--- src/hdl/cmrs_pkg.sv ---
// cmrs_pkg: shared types and constants of the combination record mark/scan block
// no dependencies; used by the top level, cmrs_regs, cmrs_binom and cmrs_checker
package cmrs_pkg;

  localparam int MAX_SET_SIZE = 8;
  localparam int ELEMENT_BITS = 8;
  localparam int BINOM_W      = 50;
  localparam int BINOM_ROWS   = 256;
  localparam int COUNT_W      = 17;

  typedef logic [MAX_SET_SIZE:0][BINOM_W-1:0] binom_row_t;

  typedef struct packed {
    logic [3:0]  set_size;
    logic [7:0]  lowest_top_value;
    logic [7:0]  highest_value;
    logic [7:0]  scan_mask;
    logic [7:0]  scan_pattern;
    logic [15:0] scan_offset;
    logic [16:0] scan_stride;
  } cfg_t;

  localparam logic [1:0] CMD_MARK    = 2'd0;
  localparam logic [1:0] CMD_RESTART = 2'd1;
  localparam logic [1:0] CMD_FETCH   = 2'd2;

  localparam logic [2:0] ST_NEW       = 3'd0;
  localparam logic [2:0] ST_ALREADY   = 3'd1;
  localparam logic [2:0] ST_REJECT    = 3'd2;
  localparam logic [2:0] ST_MATCH     = 3'd3;
  localparam logic [2:0] ST_DONE      = 3'd4;
  localparam logic [2:0] ST_RESTARTED = 3'd5;

  localparam logic [2:0] REG_SET_SIZE     = 3'd0;
  localparam logic [2:0] REG_LOWEST_TOP   = 3'd1;
  localparam logic [2:0] REG_HIGHEST      = 3'd2;
  localparam logic [2:0] REG_SCAN_MASK    = 3'd3;
  localparam logic [2:0] REG_SCAN_PATTERN = 3'd4;
  localparam logic [2:0] REG_SCAN_OFFSET  = 3'd5;
  localparam logic [2:0] REG_SCAN_STRIDE  = 3'd6;

endpackage

--- src/hdl/cmrs_regs.sv ---
// cmrs_regs: apb configuration registers
// depends on cmrs_pkg
module cmrs_regs (
  input  logic                clk,
  input  logic                rst,
  input  logic                psel,
  input  logic                penable,
  input  logic                pwrite,
  input  logic [4:0]          paddr,
  input  logic [31:0]         pwdata,
  output logic [31:0]         prdata,
  output logic                pready,
  output cmrs_pkg::cfg_t      cfg
);

  logic [2:0] reg_sel;
  logic       wr_en;

  assign reg_sel = paddr[4:2];
  assign pready  = 1'b1;
  assign wr_en   = psel && penable && pwrite;

  always_ff @(posedge clk) begin
    if (rst) begin
      cfg.set_size         <= 4'd4;
      cfg.lowest_top_value <= 8'd4;
      cfg.highest_value    <= 8'd32;
      cfg.scan_mask        <= 8'd0;
      cfg.scan_pattern     <= 8'd0;
      cfg.scan_offset      <= 16'd0;
      cfg.scan_stride      <= 17'd1;
    end else if (wr_en) begin
      case (reg_sel)
        cmrs_pkg::REG_SET_SIZE:     cfg.set_size         <= pwdata[3:0];
        cmrs_pkg::REG_LOWEST_TOP:   cfg.lowest_top_value <= pwdata[7:0];
        cmrs_pkg::REG_HIGHEST:      cfg.highest_value    <= pwdata[7:0];
        cmrs_pkg::REG_SCAN_MASK:    cfg.scan_mask        <= pwdata[7:0];
        cmrs_pkg::REG_SCAN_PATTERN: cfg.scan_pattern     <= pwdata[7:0];
        cmrs_pkg::REG_SCAN_OFFSET:  cfg.scan_offset      <= pwdata[15:0];
        cmrs_pkg::REG_SCAN_STRIDE:  cfg.scan_stride      <= pwdata[16:0];
        default: ;
      endcase
    end
  end

  always_comb begin
    case (reg_sel)
      cmrs_pkg::REG_SET_SIZE:     prdata = {28'd0, cfg.set_size};
      cmrs_pkg::REG_LOWEST_TOP:   prdata = {24'd0, cfg.lowest_top_value};
      cmrs_pkg::REG_HIGHEST:      prdata = {24'd0, cfg.highest_value};
      cmrs_pkg::REG_SCAN_MASK:    prdata = {24'd0, cfg.scan_mask};
      cmrs_pkg::REG_SCAN_PATTERN: prdata = {24'd0, cfg.scan_pattern};
      cmrs_pkg::REG_SCAN_OFFSET:  prdata = {16'd0, cfg.scan_offset};
      cmrs_pkg::REG_SCAN_STRIDE:  prdata = {15'd0, cfg.scan_stride};
      default:                    prdata = 32'd0;
    endcase
  end

endmodule

--- config.mk ---
export PLATFORM = sky130hd
export DESIGN_NAME = cmrs_regs
export DESIGN_NICKNAME = d
export VERILOG_FILES = /design/src/hdl/cmrs_pkg.sv /design/src/hdl/cmrs_regs.sv
export SDC_FILE = /design/constraint.sdc
export NUM_CORES = 1
export LEC_CHECK = 0
export BUFFER_PORTS_ARGS = -buffer_cell sky130_fd_sc_hd__buf_2
export CORE_AREA = 2 2 97 99
export DETAILED_ROUTE_END_ITERATION = 8
export DIE_AREA = 0 0 99 101
export GPL_TIMING_DRIVEN = 0
export HOLD_SLACK_MARGIN = 0.15
export PLACE_DENSITY = 0.67
export SYNTH_ARGS = -nofsm -noshare
export SYNTH_HDL_FRONTEND = slang
export SYNTH_SLANG_ARGS = --single-unit
--- constraint.sdc ---
create_clock -name clk -period 1.8 [get_ports clk]
set_clock_uncertainty 0.2 [all_clocks]
set_input_delay 0.18 -clock clk [delete_from_list [all_inputs] [get_ports clk]]
set_output_delay 0.18 -clock clk [all_outputs]
set_load 0.01 [all_outputs]
# [Word level (Yosys, flattened, before mapping)]
# Cells that the tools add are included.
[op_classes] muxes=1 reduce_logical=10 eq_ne=6
[op_table] operator="one-hot mux 17 bit (7 select lines)" n=1
[op_table] operator="AND reduction 2 bit" n=7
[op_table] operator="== test 3 bit, second input constant" n=3
[op_table] operator="== test 3 x 2 -> 1 bit, second input constant" n=2
[op_table] operator="== test 3 x 1 -> 1 bit, second input constant" n=1
[op_table] operator="zero test 3 bit" n=1
[op_table] operator="logical AND 1 bit" n=2
[word_totals] word_cells=24 output_inout_bits=102 reg_bits=69 in_bits=42

# [Longest topological paths before layout]
# Gate-level depths: netlist of the first run.
[depth] depth_word=3 mapped_depth=6 depth_no_buf=3

# [Least setup slack after synthesis of the first run]
# No wires, ideal clock.
[synth_timing] path_kind="input port to output port" from="input port paddr[4]" to="output port prdata[1]" required_ps=1420 t_arrival_ps=1174 n_path_buf=2 stages=5 slack_ps=246 cell_sequence="buf_2 -> nor2b_2 -> buf_4 -> a22o_1 -> a211o_1"
[synth_between] elab_chain_len=2 elab_cells_between_ends=8 cone_classes="eq/ne (6); mux (1); reduce/logical (1)"
[synth_lines] item="start, declared" line_no="cmrs_regs.sv:9" rtl="input logic [4:0] paddr,"
[synth_lines] item="== test 3 bit (tied with other cells)" line_no="cmrs_regs.sv:47" rtl="case (reg_sel)"
[synth_lines] item="one-hot mux 17 bit (7 select lines) (*)" line_no="cmrs_regs.sv:47"
[synth_lines] item="end, declared" line_no="cmrs_regs.sv:11" rtl="output logic [31:0] prdata,"
# Every way passes the cells marked *; elsewhere a longest branch is shown, timed or not.

# [Worst setup path after layout of the first run]
[layout_timing] from="register cfg[43] in the netlist's numbering" to="output port prdata[2]"
[layout_between] elab_chain_len=1
[layout_lines] item="start, declared" line_no="cmrs_regs.sv:13" rtl="output cmrs_pkg::cfg_t cfg"
[layout_lines] item="one-hot mux 17 bit (7 select lines)" line_no="cmrs_regs.sv:47"
# No other way between the ends.

==> insert_results.sql, run 1 <==
INSERT INTO impl_metrics (metric_group, metric, value, unit) VALUES
('synthesis', 'number_of_synthesized_flops_with_an_enable_pin', '0', ''),
('timing', 'fmax', '0.511', 'GHz'),
('synthesis', 'ys_seq_elements', '69', ''),
('synthesis', 'synth.most_common_cell', 'sky130_fd_sc_hd__dfxtp_1', ''),
('timing', 'report.final.setup_viol', '2', ''),
('timing', 'setup_slack', '-0.159', 'ns'),
('timing', 'fin_tns_setup', '-0.179', 'ns'),
('synthesis', 'synth_top_family_by_area', 'simple AND/OR/NAND/NOR gates', ''),
('clock_network', 'cts-root-buf', 'sky130_fd_sc_hd__clkbuf_8', ''),
('global_route', 'grt_antenna_before_repair', '0', ''),
('clock_network', 'worst_skew_pair.late_latency', '0.35', 'ns'),
('synthesis', 'post_synth.cell_area_avg', '9.52', 'um^2'),
('die', 'initial_cell_density_of_the_core', '0.392', ''),
('setup_path', 'criticalPathCategory', 'reg -> out', ''),
('final_layout', 'n_fill_cell', '849', ''),
('route', 'drt.antenna.violating_nets', '0', ''),
('run', 'max_cap_violations', '0', ''),
('synthesis', 'synth_compound_gate_area_share', '0.116', ''),
('synthesis', 'post_synth_inst_count', '370', ''),
('global_route', 'grt_util_all_layers', '0.224', ''),
('outcome', 'violations', 'negative setup slack', ''),
('synthesis', 'synth_warnings', '0', ''),
('setup_path', 'worstPathRequired', '1.42', 'ns'),
('global_route', 'globalRoute.totalOverflow', '0', ''),
('timing', 'period_needed', '1.96', 'ns'),
('route', 'drt_wirelength', '11500', 'um'),
('synthesis', 'mappedNetlistArea', '3520', 'um^2'),
('synthesis', 'synthAdderAreaFrac', '0', ''),
('die', 'floorplan.rows', '35', ''),
('hold_path', 'hold_path.class', 'in -> reg', ''),
('final_layout', 'top_register', 'cfg', ''),
('setup_path', 'timing.critical_path.max_delay_family', 'multiplexers', ''),
('synthesis', 'synth.distinct_cells', '39', ''),
('clock_network', 'cts_max_path_buffers', '2', ''),
('clock_network', 'cts_tree', 'done', ''),
('timing', 'worst_max_slew_pin_slew', '0.566', 'ns'),
('synthesis', 'synth_seq_area_share', '0.392', ''),
('synthesis', 'synth-simple-area-share', '0.209', ''),
('die', 'core_area', '8980', 'um^2'),
('synthesis', 'ys_top_cells_by_count', 'sky130_fd_sc_hd__dfxtp_1 (69), sky130_fd_sc_hd__nand2b_1 (67), sky130_fd_sc_hd__mux2i_1 (61), sky130_fd_sc_hd__buf_4 (22), sky130_fd_sc_hd__a21oi_1 (18)', ''),
('global_route', 'grt_start_max_net_pins', '13', ''),
('setup_path', 'critical_path_max_stage_delay', '0.48', 'ns'),
('die', 'die-area', '10000', 'um^2'),
('die', 'dieWidth', '99', 'um'),
('timing', 'final_hold_vio_count', '0', ''),
('global_route', 'grt_first_pass_wirelength', '17400', 'um'),
('timing', 'final_min_period_over_clock_period', '1.09', ''),
('timing', 'rsz0062_at_grt', 'true', ''),
('final_layout', 'synthToLayoutAreaGrowth', '36.1', '%'),
('placement', 'gp_congestion', '0.818', ''),
('route', 'drtIter0Drc', '189', ''),
('setup_path', 'crit_path_cell_trace', 'mux4_2, mux2_4, buf_6', ''),
('placement', 'dp_hpwl', '8100', 'um'),
('setup_path', 'cp-end-kind', 'primary output', ''),
('synthesis', 'synth_flop_cell', 'sky130_fd_sc_hd__dfxtp_1', ''),
('final_layout', 'finish.net_count', '570', ''),
('final_layout', 'final_layout_size_suffix_gt1_frac', '0.378', ''),
('synthesis', 'async_flop_share', '0', ''),
('synthesis', 'synth_mux_area_frac', '0.199', ''),
('clock_network', 'cts-buffers-inserted', '9', ''),
('global_route', 'grt_pass1_vias', '3245', ''),
('route', 'vias_per_cell', '5.14', ''),
('setup_path', 'crit_arrival', '1.58', 'ns'),
('route', 'dr_total_vias', '3308', ''),
('power', 'ir_worst_vdd', '0.292', 'mV'),
('power', 'power-per-cell-area', '669', 'nW/um^2'),
('outcome', 'result_of_the_run', 'finished, violations left', ''),
('synthesis', 'synth_area_leaders', 'sky130_fd_sc_hd__dfxtp_1 (39%), sky130_fd_sc_hd__mux2i_1 (17%), sky130_fd_sc_hd__nand2b_1 (12%)', ''),
('synthesis', 'synth_top_cell_by_area', 'sky130_fd_sc_hd__dfxtp_1', ''),
('timing', 'final_max_slew_viol_count', '0', ''),
('die', 'boundaryPins', '144', '');
-- cells by family after synthesis --
logic type | count (synthesis)
muxes | 68
and+or+nand+nor | 121
buffers and inverters | 48
AOI/OAI and AO/OA | 62
DFF | 69
other | 2
-- cell type report --
class                           instances  area (um^2)  area share
Clock buffer                            9          124      0.0258
Clock inverter                          6         63.8      0.0133
Timing Repair Buffer                  133          779       0.163
Inverter                                3         11.3     0.00235
Buffer                                 45          309      0.0645
Tap cell                              111          139      0.0290
Multi-Input combinational cell        267         1970       0.410
Sequential cell                        69         1400       0.292
-- routing by layer --
metal / GRT usage / part of all wire / vias up
li1: - / - / 1578
met1: 0.288 / 0.42 / 1556
met2: 0.374 / 0.49 / 148
met3: 0.0423 / 0.069 / 26
met4: 0.0854 / 0.020 / 0
met5: 0 / 0 / -
-- power breakdown --
| part | internal [mW] | total (mW) | leakage [nW] | switching [mW] |
|---|---|---|---|---|
| clock network | 0.632 | 1.26 | 0.0915 | 0.633 |
| registers | 1.54 | 1.55 | 0.561 | 0.00948 |
| logic | 0.178 | 0.394 | 1.74 | 0.215 |
-- tightest hold or removal path, stage by stage --
cell	delay, ns
sky130_fd_sc_hd__buf_2	0.13
sky130_fd_sc_hd__buf_12	0.16
sky130_fd_sc_hd__nand3_4	0.13
sky130_fd_sc_hd__mux2i_1	0.08
-- per-stage QoR --
step	cell area (um^2)	util	setup WS, ns	instances	power [mW]
after floorplan	3570	-	0.246	384	1.80
after global placement	4250	0.473	-0.118	602	1.91
after detailed placement	4250	0.473	-0.112	602	1.92
after CTS	4730	0.527	-0.144	641	3.19
after global routing	4790	0.534	-0.161	643	3.30
final	4790	0.534	-0.159	643	3.20
-- cells in the final DEF (no fill, tap or decap), types with 2 or more instances in the layout --
| cell | count |
|---|---|
| sky130_fd_sc_hd__mux2_2 | 2 |
| sky130_fd_sc_hd__buf_12 | 2 |
| sky130_fd_sc_hd__clkinv_2 | 2 |
| sky130_fd_sc_hd__a21oi_1 | 17 |
| sky130_fd_sc_hd__nand2_1 | 2 |
| sky130_fd_sc_hd__buf_6 | 3 |
| sky130_fd_sc_hd__a2bb2oi_1 | 2 |
| sky130_fd_sc_hd__a22oi_1 | 8 |
| sky130_fd_sc_hd__buf_2 | 113 |
| sky130_fd_sc_hd__a32o_1 | 3 |
| sky130_fd_sc_hd__clkbuf_1 | 11 |
| sky130_fd_sc_hd__inv_1 | 3 |
| sky130_fd_sc_hd__nand2b_1 | 67 |
| sky130_fd_sc_hd__or2_2 | 2 |
| sky130_fd_sc_hd__o21ai_0 | 16 |
| sky130_fd_sc_hd__nand3_1 | 16 |
| sky130_fd_sc_hd__clkbuf_4 | 2 |
| sky130_fd_sc_hd__nor2_1 | 9 |
| sky130_fd_sc_hd__dfxtp_2 | 15 |
| sky130_fd_sc_hd__conb_1 | 16 |
| sky130_fd_sc_hd__mux2i_1 | 59 |
| sky130_fd_sc_hd__a211o_1 | 3 |
| sky130_fd_sc_hd__and2b_1 | 2 |
| sky130_fd_sc_hd__a22o_1 | 3 |
| sky130_fd_sc_hd__mux2_4 | 4 |
| sky130_fd_sc_hd__a221oi_2 | 2 |
| sky130_fd_sc_hd__buf_4 | 29 |
| sky130_fd_sc_hd__clkinvlp_4 | 2 |
| sky130_fd_sc_hd__dlygate4sd3_1 | 17 |
| sky130_fd_sc_hd__o32ai_1 | 2 |
| sky130_fd_sc_hd__nor2b_1 | 11 |
| sky130_fd_sc_hd__mux2i_2 | 2 |
| sky130_fd_sc_hd__nand2_2 | 3 |
| sky130_fd_sc_hd__dfxtp_1 | 54 |
| sky130_fd_sc_hd__clkbuf_8 | 9 |
-- timing repair --
action / in CTS / in global routing
buffers inserted: 7 / 2
gates resized for setup: 22 / 16
setup endpoints to repair: 8 / 16
endpoints found under the hold margin: 67 / 0
pin swaps: 3 / 2
hold buffers: 17 / 0
-- worst paths after layout --
check / from / end / slack, ns / cells after the start
setup / recovery: cfg[43] / prdata[2] / -0.16 / 3
hold / removal: paddr[3] / cfg[4] / 0.19 / 4
setup reg to reg: cfg[20] / cfg[20] / 0.83 / 2
hold reg to reg: cfg[46] / cfg[46] / 0.28 / 2
(Power assumes the default switching activity.)
==> inputs of run 2 (changes only) <==
--- a/config.mk
+++ b/config.mk
@@ -5,13 +5,14 @@
 export SDC_FILE = /design/constraint.sdc
 export NUM_CORES = 1
 export LEC_CHECK = 0
+export ABC_AREA = 1
 export BUFFER_PORTS_ARGS = -buffer_cell sky130_fd_sc_hd__buf_2
-export CORE_AREA = 2 2 97 99
+export CORE_AREA = 2 2 100 102
 export DETAILED_ROUTE_END_ITERATION = 8
-export DIE_AREA = 0 0 99 101
+export DIE_AREA = 0 0 102 104
 export GPL_TIMING_DRIVEN = 0
 export HOLD_SLACK_MARGIN = 0.15
-export PLACE_DENSITY = 0.67
+export PLACE_DENSITY = 0.69
 export SYNTH_ARGS = -nofsm -noshare
 export SYNTH_HDL_FRONTEND = slang
 export SYNTH_SLANG_ARGS = --single-unit
==> constraint.sdc (replaced) <==
create_clock -name clk -period 1.7 [get_ports clk]
set_clock_uncertainty 0.2 [all_clocks]
set_input_delay 0.17 -clock clk [delete_from_list [all_inputs] [get_ports clk]]
set_output_delay 0.17 -clock clk [all_outputs]
set_load 0.01 [all_outputs]
==> insert_results.sql, run 2 <==
INSERT INTO impl_metrics (metric_group, metric, value, unit) VALUES
('setup_path', 'cp-start-kind', 'input port', ''),
('synthesis', 'synth_warnings', '0', ''),
('route', 'dr_total_vias', '4050', ''),
('synthesis', 'synth_flop_cell', 'sky130_fd_sc_hd__dfxtp_1', ''),
('timing', 'fmax', '0.613', 'GHz'),
('final_layout', 'commonest_cells_after_routing_fill_and_taps_aside', 'sky130_fd_sc_hd__nand2_1 (154), sky130_fd_sc_hd__nor2_1 (138), sky130_fd_sc_hd__buf_2 (115)', ''),
('route', 'drc', '0', ''),
('placement', 'dp_hpwl', '8550', 'um'),
('die', 'dieWidth', '102', 'um'),
('die', 'die_h', '104', 'um'),
('synthesis', 'synth.most_common_cell', 'sky130_fd_sc_hd__nand2_1', ''),
('setup_path', 'worstPathRequired', '1.33', 'ns'),
('clock_network', 'cts-root-buf', 'sky130_fd_sc_hd__clkbuf_8', ''),
('timing', 'period_needed', '1.63', 'ns'),
('route', 'drt.antenna.violating_nets', '0', ''),
('final_layout', 'n_fill_cell', '990', ''),
('route', 'drtIter0Drc', '251', ''),
('synthesis', 'post_synth.cell_area_avg', '6.54', 'um^2'),
('die', 'die-area', '10600', 'um^2'),
('timing', 'final_max_slew_viol_count', '0', ''),
('global_route', 'grt_antenna_before_repair', '1', ''),
('final_layout', 'regArea', '1380', 'um^2'),
('final_layout', 'biggestRegsByFlops', 'cfg: 69 flops', ''),
('route', 'detail_route.first_pass.iterations', '6', ''),
('placement', 'placement.setup.worst_slack', '-0.0774', 'ns'),
('timing', 'slew_headroom', '0.534', ''),
('synthesis', 'synth.distinct_cells', '24', ''),
('route', 'drt_wirelength', '11600', 'um'),
('synthesis', 'synth_top_cell_by_area', 'sky130_fd_sc_hd__dfxtp_1', ''),
('timing', 'final_min_period_over_clock_period', '0.960', ''),
('synthesis', 'async_flop_share', '0', ''),
('clock_network', 'worst_skew_pair.late_latency', '0.35', 'ns'),
('clock_network', 'clock_slew_at_reported_path_ffs', '0.08', 'ns'),
('global_route', 'grt_start_max_net_pins', '13', ''),
('clock_network', 'cts-buffers-inserted', '9', ''),
('clock_network', 'cts_tree', 'done', ''),
('synthesis', 'ys_top_cells_by_count', 'sky130_fd_sc_hd__nand2_1 (154), sky130_fd_sc_hd__nor2_1 (138), sky130_fd_sc_hd__dfxtp_1 (69), sky130_fd_sc_hd__inv_1 (44), sky130_fd_sc_hd__nand3_1 (42)', ''),
('final_layout', 'top_register', 'cfg', ''),
('timing', 'final_hold_vio_count', '0', ''),
('final_layout', 'finish.net_count', '766', ''),
('global_route', 'grt_pass1_vias', '3726', ''),
('setup_path', 'crit_arrival', '1.26', 'ns'),
('setup_path', 'criticalPathCategory', 'in -> out', ''),
('outcome', 'result_of_the_run', 'finished clean', ''),
('power', 'ir_worst_vdd', '0.451', 'mV'),
('hold_path', 'hold_path.class', 'in -> reg', ''),
('clock_network', 'cts_max_path_buffers', '2', ''),
('global_route', 'grt_first_pass_wirelength', '18100', 'um'),
('clock_network', 'cts-htree-levels', '3', ''),
('placement', 'gp_congestion', '0.856', ''),
('final_layout', 'final_layout_size_suffix_gt1_frac', '0.281', ''),
('setup_path', 'critical_path_peak_fanout', '10', ''),
('timing', 'fin_worst_hold_slack', '0.149', 'ns'),
('route', 'wl_per_cell', '13.4', 'um'),
('timing', 'worst_max_slew_pin_slew', '0.700', 'ns'),
('synthesis', 'mappedNetlistArea', '3710', 'um^2'),
('synthesis', 'ys_seq_elements', '69', ''),
('route', 'vias_per_cell', '4.69', ''),
('setup_path', 'cp-end-kind', 'primary output', ''),
('placement', 'io_buffer_count', '109', ''),
('die', 'initial_cell_density_of_the_core', '0.388', ''),
('die', 'floorplan.rows', '36', ''),
('global_route', 'globalRoute.totalOverflow', '0', ''),
('power', 'power-per-cell-area', '766', 'nW/um^2'),
('synthesis', 'number_of_synthesized_flops_with_an_enable_pin', '0', ''),
('final_layout', 'largest_register_ff_count', '69', ''),
('die', 'boundaryPins', '144', ''),
('synthesis', 'synth_seq_area_share', '0.373', ''),
('die', 'core_area', '9550', 'um^2'),
('synthesis', 'fraction_of_post_synthesis_cell_area_in_the_top_cell_type_by_area', '0.373', ''),
('clock_network', 'numClockSinks', '69', ''),
('timing', 'fin_tns_setup', '0', 'ns'),
('final_layout', 'multiInputGateArea', '1860', 'um^2'),
('power', 'post-layout-total-power', '3.83', 'mW'),
('run', 'max_cap_violations', '0', ''),
('timing', 'setup_slack', '0.0681', 'ns'),
('power', 'power_leakage', '2.53', 'nW'),
('synthesis', 'synth_area_leaders', 'sky130_fd_sc_hd__dfxtp_1 (37%), sky130_fd_sc_hd__nand2_1 (16%), sky130_fd_sc_hd__nor2_1 (14%)', ''),
('final_layout', 'synthToLayoutAreaGrowth', '34.8', '%'),
('synthesis', 'post_synth_inst_count', '567', ''),
('final_layout', 'mostFrequentLayoutCell', 'sky130_fd_sc_hd__nand2_1', ''),
('global_route', 'grt_util_all_layers', '0.219', ''),
('timing', 'report.final.setup_viol', '0', '');
[run 2: cell types whose count changed after synthesis, sizes merged, moves of 9 or more]
cell,before,now
nand2,5,162
nor2,9,160
nand2b,67,0
mux2i,61,0
inv,3,46
nand3,17,47
nand4,1,21
a21oi,18,0
nor2b,12,0
o21ai,16,4
buf,33,44
clkbuf,12,3
[run 2: cell type report]
| class | instances | area share |
|---|---|---|
| Clock buffer | 11 | 0.0303 |
| Multi-Input combinational cell | 418 | 0.373 |
| Antenna cell | 1 | 0.000501 |
| Buffer | 47 | 0.0749 |
| Clock inverter | 5 | 0.0213 |
| Timing Repair Buffer | 132 | 0.155 |
| Sequential cell | 69 | 0.276 |
| Inverter | 47 | 0.0353 |
| Tap cell | 133 | 0.0333 |
[run 2: worst paths after layout]
check,startpoint,end,slack (ns),depth (start not counted)
worst min-delay path,paddr[2],cfg[36],0.15,6
worst max register to register,cfg[59],cfg[59],0.32,3
worst max-delay path,paddr[3],prdata[7],0.07,10
worst min register to register,cfg[12],cfg[12],0.30,2
[run 2: critical path: stages]
cell and delay (ns):
sky130_fd_sc_hd__buf_2 0.11, sky130_fd_sc_hd__buf_4 0.19, sky130_fd_sc_hd__nand2_1 0.07, sky130_fd_sc_hd__nor2_1 0.13
sky130_fd_sc_hd__clkbuf_4 0.22, sky130_fd_sc_hd__nand2_1 0.08, sky130_fd_sc_hd__nand2_1 0.06, sky130_fd_sc_hd__inv_1 0.04
sky130_fd_sc_hd__nand2_1 0.07, sky130_fd_sc_hd__buf_2 0.12
[run 2: per-layer routing]
metal / global-route usage / vias up / wire length (um)
met5: 0 / - / 0
met4: 0.115 / 0 / 451
met3: 0.0423 / 36 / 877
met2: 0.350 / 166 / 5410
met1: 0.276 / 1808 / 4820
li1: - / 2040 / -
[run 2: cell families (layout without fill, tap and decap cells)]
family | count (synthesis) | after routing | share of synthesized area
AO/OA/AOI/OAI | 12 | 12 | 0.0189
buffers and inverters | 94 | 242 | 0.143
flip-flops | 69 | 69 | 0.373
other | 2 | 17 | 0.00203
AND/OR/NAND/NOR | 390 | 390 | 0.463
[run 2: repair_timing]
action | 4_1_cts | 5_1_grt
resized for setup | 1 | 10
endpoints found under the hold margin | 69 | 0
buffers inserted | 0 | 1
pin swaps | 0 | 2
hold buffers | 22 | 0
setup endpoints to repair | 8 | 10
[run 2: through the flow]
stage	cells	area [um^2]	utilization
after global placement	823	4470	0.468
after floorplan	581	3760	-
after global routing	863	5000	0.523
after CTS	861	4950	0.518
after detailed placement	823	4470	0.468
final	863	5000	0.523
[run 2: where the power goes]
group          switching [mW]  total [mW]  internal [mW]
registers              0.0170        1.65           1.64
logic                   0.279       0.457          0.178
clock network           0.662        1.72           1.06
total                   0.958        3.83           2.87
==> inputs of run 3 (changes only) <==
--- a/config.mk
+++ b/config.mk
@@ -6,7 +6,7 @@
 export NUM_CORES = 1
 export LEC_CHECK = 0
 export ABC_AREA = 1
-export BUFFER_PORTS_ARGS = -buffer_cell sky130_fd_sc_hd__buf_2
+export BUFFER_PORTS_ARGS = -buffer_cell sky130_fd_sc_hd__buf_4
 export CORE_AREA = 2 2 100 102
 export DETAILED_ROUTE_END_ITERATION = 8
 export DIE_AREA = 0 0 102 104
==> constraint.sdc (replaced) <==
create_clock -name clk -period 1.7 [get_ports clk]
set_clock_uncertainty 0.2 [all_clocks]
set_input_delay 0.17 -clock clk [delete_from_list [all_inputs] [get_ports clk]]
set_output_delay 0.17 -clock clk [all_outputs]
set_load 0.05 [all_outputs]
==> insert_results.sql, run 3 (synthesized netlist as in run 2, its figures left out) <==
INSERT INTO impl_metrics (metric_group, metric, value, unit) VALUES
('die', 'die_h', '104', 'um'),
('setup_path', 'timing.critical_path.max_delay_family', 'buffers and inverters', ''),
('power', 'share_clk_of_total_power', '0.367', ''),
('route', 'dr_total_vias', '4070', ''),
('final_layout', 'mostFrequentLayoutCell', 'sky130_fd_sc_hd__nand2_1', ''),
('setup_path', 'crit_arrival', '1.74', 'ns'),
('power', 'power-per-cell-area', '684', 'nW/um^2'),
('placement', 'gp_congestion', '0.852', ''),
('final_layout', 'finish.net_count', '772', ''),
('die', 'boundaryPins', '144', ''),
('timing', 'fin_worst_hold_slack', '0.128', 'ns'),
('route', 'drt_wirelength', '11900', 'um'),
('route', 'drt.antenna.violating_nets', '0', ''),
('setup_path', 'critical_path_max_stage_delay', '0.56', 'ns'),
('setup_path', 'critical_path.n_buffers_inverters', '3', ''),
('power', 'switching_share', '0.296', ''),
('power', 'seq_power_share', '0.454', ''),
('clock_network', 'numClockSinks', '69', ''),
('power', 'combPwrFrac', '0.179', ''),
('die', 'dieWidth', '102', 'um'),
('timing', 'period_needed', '1.65', 'ns'),
('global_route', 'globalRoute.totalOverflow', '0', ''),
('power', 'switchingPower', '1.08', 'mW'),
('power', 'post-layout-total-power', '3.64', 'mW'),
('timing', 'report.final.setup_viol', '0', ''),
('timing', 'final_min_period_over_clock_period', '0.969', ''),
('die', 'die-area', '10600', 'um^2'),
('placement', 'io_buffer_count', '109', ''),
('route', 'drtIter0Drc', '222', ''),
('route', 'drc', '0', ''),
('clock_network', 'cts-root-buf', 'sky130_fd_sc_hd__clkbuf_8', ''),
('global_route', 'grt_start_max_net_pins', '12', ''),
('die', 'core_area', '9550', 'um^2'),
('run', 'max_cap_violations', '0', ''),
('clock_network', 'worst_skew_pair.late_latency', '0.35', 'ns'),
('power', 'ir_worst_vdd', '0.326', 'mV'),
('die', 'floorplan.rows', '36', ''),
('final_layout', 'biggestRegsByFlops', 'cfg: 69 flops', ''),
('power', 'power_report.internal_total', '2.57', 'mW'),
('final_layout', 'largest_register_ff_count', '69', ''),
('clock_network', 'cts-buffers-inserted', '9', ''),
('setup_path', 'criticalPathCategory', 'in -> reg', ''),
('setup_path', 'crit_path_cell_trace', 'buf_4, nand3_2, buf_6, nor2_2, nand2_1, nand3_1, dlygate4sd3_1', ''),
('die', 'initial_cell_density_of_the_core', '0.388', ''),
('hold_path', 'hold_path.class', 'in -> reg', ''),
('placement', 'placed_area', '4800', 'um^2'),
('final_layout', 'finalInstanceArea', '5330', 'um^2'),
('route', 'wl_per_cell', '13.7', 'um'),
('clock_network', 'cts_max_path_buffers', '2', ''),
('route', 'detail_route.first_pass.iterations', '5', ''),
('placement', 'dp_hpwl', '8770', 'um'),
('final_layout', 'top_register', 'cfg', ''),
('final_layout', 'antenna_cells', '0', ''),
('timing', 'fmax', '0.607', 'GHz'),
('setup_path', 'cp-start-kind', 'input port', ''),
('timing', 'slew_headroom', '0.561', ''),
('timing', 'worst_max_slew_pin_slew', '0.658', 'ns'),
('final_layout', 'final_layout_size_suffix_gt1_frac', '0.305', ''),
('global_route', 'grt_first_pass_wirelength', '18800', 'um'),
('timing', 'fin_tns_setup', '0', 'ns'),
('clock_network', 'cts-htree-levels', '3', ''),
('setup_path', 'critical_path.slowest_cell', 'sky130_fd_sc_hd__dlygate4sd3_1', ''),
('route', 'vias_per_cell', '4.69', ''),
('timing', 'final_max_slew_viol_count', '0', ''),
('power', 'power_leakage', '2.56', 'nW'),
('setup_path', 'worstPathRequired', '1.79', 'ns'),
('setup_path', 'cp-end-kind', 'flip-flop', ''),
('global_route', 'grt_pass1_vias', '3763', ''),
('clock_network', 'clock_slew_at_reported_path_ffs', '0.07', 'ns'),
('global_route', 'grt_antenna_before_repair', '0', ''),
('clock_network', 'cts_tree', 'done', ''),
('final_layout', 'synthToLayoutAreaGrowth', '43.8', '%'),
('final_layout', 'commonest_cells_after_routing_fill_and_taps_aside', 'sky130_fd_sc_hd__nand2_1 (154), sky130_fd_sc_hd__buf_4 (136), sky130_fd_sc_hd__nor2_1 (133)', ''),
('setup_path', 'critical_path_peak_fanout', '10', ''),
('outcome', 'result_of_the_run', 'finished clean', ''),
('timing', 'final_hold_vio_count', '0', ''),
('global_route', 'grt_util_all_layers', '0.226', '');
[run 3: changes by cell type in the layout (fill, tap and decap cells not counted), moves of 4 or more]
cell and delta:
sky130_fd_sc_hd__nor2_2 +5, sky130_fd_sc_hd__clkinv_2 +4, sky130_fd_sc_hd__nor2_1 -5, sky130_fd_sc_hd__buf_4 +113
sky130_fd_sc_hd__o22ai_2 +8, sky130_fd_sc_hd__o22ai_1 -8, sky130_fd_sc_hd__buf_2 -108
[run 3: cell type report]
type,instances,area (um^2)
Sequential cell,69,1380
Tap cell,133,166
Multi-Input combinational cell,418,1930
Timing Repair Buffer,138,1100
Buffer,47,382
Clock buffer,11,141
Inverter,47,176
Clock inverter,5,50.0
Fill cell,941,4220
[run 3: worst paths after layout]
| path | from | end | slack [ns] | depth (start not counted) |
|---|---|---|---|---|
| setup reg to reg | cfg[54] | cfg[54] | 0.31 | 3 |
| setup / recovery | pwrite | cfg[54] | 0.05 | 7 |
| hold / removal | paddr[2] | cfg[65] | 0.13 | 6 |
| hold reg to reg | cfg[42] | cfg[42] | 0.30 | 2 |
[run 3: power groups by stage]
| stage | Clock, mW | Sequential (mW) | Combinational (mW) |
|---|---|---|---|
| global placement | 0 | 1.69 | 0.581 |
| global route | 1.41 | 1.66 | 0.697 |
| floorplan | 0 | 1.76 | 0.354 |
| CTS | 1.34 | 1.65 | 0.629 |
| finish | 1.34 | 1.66 | 0.652 |
| detailed placement | 0 | 1.69 | 0.588 |
[run 3: per-stage QoR]
step | utilization | instances | worst slack, ns
5_1_grt | 0.558 | 868 | -0.00725
3_5_place_dp | 0.502 | 823 | -0.167
4_1_cts | 0.547 | 861 | 0.00138
3_3_place_gp | 0.502 | 823 | -0.182
6_report | 0.558 | 868 | 0.0534
2_1_floorplan | - | 581 | 0.0702
[run 3: worst reg2reg max path: cells and delay by family, from the launching register on]
family	cells	cell delay, ns
buffers and inverters	1	0.58
DFF	1	0.34
AOI/OAI and AO/OA	1	0.09
and+or+nand+nor	1	0.08
[run 3: per-layer routing]
| metal | part of all wire | routed length (um) | track usage | vias up |
|---|---|---|---|---|
| met5 | 0 | 0 | 0 | - |
| met4 | 0.021 | 256 | 0.0857 | 0 |
| met3 | 0.063 | 755 | 0.0349 | 22 |
| met2 | 0.49 | 5780 | 0.367 | 155 |
| met1 | 0.43 | 5120 | 0.299 | 1856 |
| li1 | - | - | - | 2037 |
[run 3: timing repair]
item                                    in CTS  in global routing
hold buffers                                22                  1
gates resized for setup                      5                 18
setup buffers                                0                  6
pin swaps                                    0                  2
endpoints found under the hold margin       69                  1
endpoints found under the setup margin       8                  8
